**config.mk**
```make
export PLATFORM = sky130hd
export DESIGN_NAME = utf8_to_utf16_transcoder
export DESIGN_NICKNAME = d
export VERILOG_FILES = /design/src/sv/u8u16_pkg.sv /design/src/sv/u8u16_step.sv /design/src/sv/utf8_to_utf16_transcoder.sv
export SDC_FILE = /design/constraint.sdc
export NUM_CORES = 1
export LEC_CHECK = 0
export BUFFER_PORTS_ARGS = -buffer_cell sky130_fd_sc_hd__buf_2
export CORE_AREA = 4 4 98 100
export CTS_CLUSTER_DIAMETER = 200
export DETAILED_ROUTE_END_ITERATION = 7
export DIE_AREA = 0 0 102 104
export SYNTH_ARGS = -nofsm -noshare
export SYNTH_HDL_FRONTEND = slang
export SYNTH_HIERARCHICAL = 1
export SYNTH_SLANG_ARGS = --single-unit
```
**constraint.sdc**
```tcl
create_clock -name i_clk -period 3.8 [get_ports i_clk]
set_input_delay 0.19 -clock i_clk [delete_from_list [all_inputs] [get_ports i_clk]]
set_output_delay 0.19 -clock i_clk [all_outputs]
set_load 0.03 [all_outputs]
```
**src/sv/u8u16_pkg.sv**
```systemverilog
// Package for the UTF-8 to UTF-16 transcoder: shared constants, the sequence
// state and step result structs, and the lead byte decode function.
// No dependencies.
package u8u16_pkg;

    localparam logic [15:0] ReplUnit    = 16'hFFFD;
    localparam logic [15:0] HiSurrBase  = 16'hD800;
    localparam logic [15:0] LoSurrBase  = 16'hDC00;
    localparam logic [20:0] SuppBase    = 21'h010000;
    localparam logic [20:0] MaxCodePt   = 21'h10FFFF;
    localparam logic [20:0] MaxBmp      = 21'h00FFFF;
    localparam logic [20:0] MaxTwoByte  = 21'h0007FF;
    localparam logic [20:0] MaxOneByte  = 21'h00007F;

    localparam logic [2:0] LenNone  = 3'd0;
    localparam logic [2:0] LenTwo   = 3'd2;
    localparam logic [2:0] LenThree = 3'd3;
    localparam logic [2:0] LenFour  = 3'd4;

    typedef struct packed {
        logic [2:0]  exp_len;
        logic [1:0]  seen;
        logic [20:0] acc;
    } t_seq_state;

    typedef struct packed {
        logic [1:0]  cnt;
        logic [15:0] unit0;
        logic        last0;
        logic [15:0] unit1;
        logic        last1;
        t_seq_state  nxt;
    } t_step_res;

    typedef struct packed {
        logic        is_unit;
        logic [15:0] unit;
        t_seq_state  seq;
    } t_lead;

    function automatic t_lead lead_decode(input logic [7:0] b);
        t_lead r;
        r.is_unit = 1'b0;
        r.unit    = ReplUnit;
        r.seq     = '0;
        if (b[7] == 1'b0) begin
            r.is_unit = 1'b1;
            r.unit    = {8'h00, b};
        end else if (b[7:5] == 3'b110) begin
            r.seq = '{exp_len: LenTwo, seen: 2'd1, acc: {16'h0000, b[4:0]}};
        end else if (b[7:4] == 4'b1110) begin
            r.seq = '{exp_len: LenThree, seen: 2'd1, acc: {17'h00000, b[3:0]}};
        end else if (b[7:3] == 5'b11110) begin
            r.seq = '{exp_len: LenFour, seen: 2'd1, acc: {18'h00000, b[2:0]}};
        end else begin
            r.is_unit = 1'b1;
        end
        return r;
    endfunction

endpackage

```
**src/sv/u8u16_step.sv**
```systemverilog
// Combinational step of the transcoder: one byte plus the pending sequence
// state in, up to two UTF-16 units and the next state out. Uses u8u16_pkg.
module u8u16_step
    import u8u16_pkg::*;
(
    input  logic [7:0] i_data_byte,
    input  logic       i_end_of_string,
    input  t_seq_state i_state,
    output t_step_res  o_res
);

    t_lead       lead;
    logic [20:0] acc_ext;
    logic [1:0]  seen_inc;
    logic        done;
    logic        bad;
    logic [20:0] cp_off;

    assign lead     = lead_decode(i_data_byte);
    assign acc_ext  = {i_state.acc[14:0], i_data_byte[5:0]};
    assign seen_inc = i_state.seen + 2'd1;
    assign done     = ({1'b0, seen_inc} >= i_state.exp_len) || (seen_inc == 2'd0);
    assign cp_off   = acc_ext - SuppBase;

    always_comb begin
        case (i_state.exp_len)
            LenTwo:   bad = (acc_ext <= MaxOneByte);
            LenThree: bad = (acc_ext <= MaxTwoByte);
            default:  bad = (acc_ext <= MaxBmp) || (acc_ext > MaxCodePt);
        endcase
    end

    always_comb begin
        logic [1:0]  cnt;
        logic [15:0] u0;
        logic [15:0] u1;
        t_seq_state  nxt;
        cnt = 2'd0;
        u0  = ReplUnit;
        u1  = ReplUnit;
        nxt = i_state;

        if (i_state.exp_len != LenNone && i_data_byte[7:6] == 2'b10) begin
            nxt.acc  = acc_ext;
            nxt.seen = seen_inc;
            if (done) begin
                nxt = '0;
                if (bad) begin
                    cnt = 2'd1;
                end else if (acc_ext < SuppBase) begin
                    u0  = acc_ext[15:0];
                    cnt = 2'd1;
                end else begin
                    u0  = HiSurrBase + {6'd0, cp_off[19:10]};
                    u1  = LoSurrBase + {6'd0, cp_off[9:0]};
                    cnt = 2'd2;
                end
            end
        end else begin
            // broken sequence: replace, then take the byte as a lead
            if (i_state.exp_len != LenNone) begin
                cnt = 2'd1;
            end
            nxt = lead.seq;
            if (lead.is_unit) begin
                if (cnt == 2'd0) begin
                    u0 = lead.unit;
                end else begin
                    u1 = lead.unit;
                end
                cnt = cnt + 2'd1;
            end
        end

        // replace an unfinished sequence at the end of the string
        if (i_end_of_string && nxt.exp_len != LenNone) begin
            if (cnt == 2'd0) begin
                u0 = ReplUnit;
            end else begin
                u1 = ReplUnit;
            end
            cnt = cnt + 2'd1;
            nxt = '0;
        end

        o_res.cnt   = cnt;
        o_res.unit0 = u0;
        o_res.unit1 = u1;
        o_res.last0 = i_end_of_string && (cnt == 2'd1);
        o_res.last1 = i_end_of_string && (cnt == 2'd2);
        o_res.nxt   = nxt;
    end

endmodule

```
**src/sv/utf8_to_utf16_transcoder.sv**
```systemverilog
// UTF-8 to UTF-16 transcoder top level: input register, step logic and a
// two-entry result buffer. Depends on u8u16_pkg and u8u16_step.
// An accepted byte passes the input register and the step logic into the
// result buffer, which drives o_valid. Rate: one byte per cycle while i_stall
// is low; after a byte that yields two units the buffer must drain first.
// Reset (synchronous, active low) clears the pending sequence and all valids.
module utf8_to_utf16_transcoder
    import u8u16_pkg::*;
(
    input  logic        i_clk,
    input  logic        i_rst_n,
    input  logic        i_valid,
    output logic        o_stall,
    input  logic [7:0]  i_data_byte,
    input  logic        i_end_of_string,
    output logic        o_valid,
    input  logic        i_stall,
    output logic [15:0] o_code_unit,
    output logic        o_last_unit
);

    logic        r_in_valid;
    logic [7:0]  r_in_byte;
    logic        r_in_eos;
    t_seq_state  r_state;
    logic [1:0]  r_cnt;
    logic [15:0] r_unit0;
    logic [15:0] r_unit1;
    logic        r_last0;
    logic        r_last1;

    t_step_res   res;
    logic        take;
    logic        proc;

    u8u16_step u_step (
        .i_data_byte     (r_in_byte),
        .i_end_of_string (r_in_eos),
        .i_state         (r_state),
        .o_res           (res)
    );

    assign take    = (r_cnt != 2'd0) && !i_stall;
    // process only when the buffer will be empty after this edge
    assign proc    = r_in_valid && ((r_cnt == 2'd0) || ((r_cnt == 2'd1) && take));
    assign o_stall = r_in_valid && !proc;

    assign o_valid     = (r_cnt != 2'd0);
    assign o_code_unit = r_unit0;
    assign o_last_unit = r_last0;

    always_ff @(posedge i_clk) begin
        if (!i_rst_n) begin
            r_in_valid <= 1'b0;
            r_state    <= '0;
            r_cnt      <= 2'd0;
        end else begin
            if (!r_in_valid || proc) begin
                r_in_valid <= i_valid;
            end
            if (proc) begin
                r_state <= res.nxt;
                r_cnt   <= res.cnt;
            end else if (take) begin
                r_cnt <= r_cnt - 2'd1;
            end
        end
    end

    always_ff @(posedge i_clk) begin
        if ((!r_in_valid || proc) && i_valid) begin
            r_in_byte <= i_data_byte;
            r_in_eos  <= i_end_of_string;
        end
        if (proc) begin
            r_unit0 <= res.unit0;
            r_last0 <= res.last0;
            r_unit1 <= res.unit1;
            r_last1 <= res.last1;
        end else if (take) begin
            // advance the second unit to the head
            r_unit0 <= r_unit1;
            r_last0 <= r_last1;
        end
    end

endmodule
```
==> flow_metrics.py <==
metrics = {
    "yosys": {
        "synthesis.nets": 397,
        "synth_warnings": 6,
        "synthCells": 375,
        "netlist_area_um2": 3590,
        "syn_area_per_cell_um2": 9.56,
    },
    "drt": {
        "vias_per_cell": 5.23,
        "routed_wl_mm": 7.68,
        "num_vias": 2662,
        "drt_iter0_drc": 127,
        "avgRoutedWirePerCell_um": 15.1,
        "first_pass_iters": 6,
        "antenna_left": 0,
        "drc_errors": 0,
    },
    "setup_path": {
        "required_ps": 4020,
        "cp-end-kind": "register",
        "startpoint_type": "register",
        "reg2reg_from": "r_state[21]$_SDFFE_PN0P_",
        "crit_fanout": 11,
        "reg2reg_slack_ps": 660,
        "reg2reg_to": "o_last_unit$_DFFE_PP_",
        "worstPathArrival_ps": 3360,
        "critPathKind": "reg2reg",
        "r2r.worst_path.cells": 12,
    },
    "die": {
        "fp.coreArea_um2": 8680,
        "die_h_um": 104,
        "initial_utilization_pct": 41.3,
        "rows": 34,
        "io_pins": 32,
        "die_area_um2": 10600,
        "chipWidth_um": 102,
    },
    "sta": {
        "worst_slew_pin_slew_ps": 946,
        "finalClockSkew_ps": 10.3,
        "rsz0062_at_grt": "no",
        "fin_crit_ps": 3140,
        "relSlewSlack_pct": 36.9,
        "finalSetupTns_ps": 0,
        "hold_viol_final": 0,
        "fmax_mhz": 319,
        "setup_violations": 0,
        "maxSlewViolCount": 0,
        "min_period_over_period_pct": 82.6,
    },
    "clocking": {
        "root_buffer": "clkbuf_8",
        "cts_tree": "yes",
        "clock-sinks": 66,
        "post-cts-setup-buffers": 0,
        "clk_pin_slew_ps": 80,
        "clock_latency_ps": 350,
        "hold_buffers": 0,
        "h-tree-depth": 3,
        "cts_buffers": 9,
        "cts_resized": 0,
        "cts_buffer_depth": 2,
    },
    "worst_hold_path": {
        "hold_path_depth": 1,
        "min_to": "r_in_byte[7]$_DFFE_PP_",
        "worstHoldPathType": "in2reg",
        "hp-start": "i_data_byte[7]",
    },
    "cells_and_area": {
        "fin_nets": 418,
        "syn2layout_area_growth_pct": 9.94,
        "fill_cells": 864,
        "antenna_cells": 0,
        "utilization_pct": 45.4,
        "drive_gt1_share_pct": 17.0,
    },
    "placed_design": {
        "dp_hpwl_mm": 5.43,
        "gp_congestion": 0.879,
        "portBuffers": 31,
    },
    "grt": {
        "antenna_found_initial": 0,
        "use_met2_pct": 24.3,
        "busiest_layer": "met2",
        "gr-usage-met1_pct": 21.6,
        "grt_use_total_pct": 15.5,
        "grt_pass1_vias": 2643,
        "grt_overflow": 0,
        "grt_max_degree": 56,
        "grt_pass1_wl_mm": 13.2,
        "use_met3_pct": 2.48,
    },
    "flow_run": {
        "cap_viol_max_count": 0,
    },
    "power": {
        "power.density_nw_per_um2": 470,
        "irDropWorstVdd_v": 0.000340,
        "p_leak_nw": 1.46,
    },
    "outcome": {
        "status": "completed",
    },
}
layout make-up:
cell class / count / area, µm² / share of cell area (%)
flip-flops and latches: 66 / 1750 / 44.4
well taps: 108 / 135 / 3.43
clock inverters: 7 / 77.6 / 1.97
clock buffers: 9 / 124 / 3.14
multi-input cells: 271 / 1630 / 41.3
repair buffers: 33 / 170 / 4.32
inverters: 15 / 56.3 / 1.43
metal layers:
layer / up-vias / wire, µm / share of wire (%)
met5: - / 0 / 0
li1: 1349 / - / -
met1: 1241 / 3620 / 47
met2: 63 / 3570 / 46
met3: 9 / 371 / 4.8
met4: 0 / 117 / 1.5
registers in the layout (all words and copies together), names as in the netlist:
signal and cells:
r_state 20, r_in_valid 1, r_in_eos 1, r_cnt 2, r_in_byte 8, o_code_unit 16
r_last1 1, o_last_unit 1, r_unit1 16
where the power goes:
part | total [W] | switching (W) | internal (W)
logic | 0.000366 | 0.000256 | 0.000110
clock network | 0.000612 | 0.000304 | 0.000309
registers | 0.000877 | 0.0000308 | 0.000846
total | 0.00185 | 0.000590 | 0.00126
worst max-delay path by stage:
stage | startpoint | to | slack, ps
3_5_place_dp | r_state[21]$_SDFFE_PN0P_ | o_last_unit$_DFFE_PP_ | 700
3_3_place_gp | r_state[21]$_SDFFE_PN0P_ | o_last_unit$_DFFE_PP_ | 740
6_report | r_state[21]$_SDFFE_PN0P_ | o_last_unit$_DFFE_PP_ | 660
2_1_floorplan | r_state[21]$_SDFFE_PN0P_ | o_last_unit$_DFFE_PP_ | 860
5_1_grt | r_state[21]$_SDFFE_PN0P_ | o_last_unit$_DFFE_PP_ | 400
4_1_cts | r_state[21]$_SDFFE_PN0P_ | o_last_unit$_DFFE_PP_ | 670
layout by cell type, fill, tap and decap left out, types with 3 or more instances in the layout:
cell and count:
a21boi_0 17, ha_1 9, and3_1 16, clkbuf_8 9, a21oi_1 8, nand2b_1 8
nor3b_1 8, edfxtp_1 43, a21boi_1 5, dfxtp_1 23, nand2_1 112, nor2_1 14
nand4_1 4, o22a_1 5, o21ai_0 5, o211ai_1 3, inv_1 14, nand3_1 3
nor4_1 3, o21a_1 5, buf_2 31
per-stage QoR:
step / total power [W] / std cells / hold WS, ps / setup slack, ps / area (µm²)
after floorplan: 0.00118 / 375 / 289 / 858 / 3590
after detailed placement: 0.00126 / 493 / 368 / 696 / 3740
after global placement: 0.00126 / 493 / 367 / 737 / 3740
after CTS: 0.00187 / 509 / 2.10 / 665 / 3940
after global routing: 0.00195 / 509 / 8.73 / 405 / 3940
final: 0.00185 / 509 / 12.7 / 661 / 3940
worst max-delay path, cell delays in order (launching register included):
cell	delay, ps
dfxtp_1	340
ha_1	310
ha_1	280
a21oi_1	70
o21ai_0	280
nand2_2	110
or4b_4	630
a21boi_0	170
ha_1	290
a2bb2oi_2	170
nor3b_1	210
nand2_1	70
nand2_1	80
No activity file was read; power rests on OpenSTA's default activity.
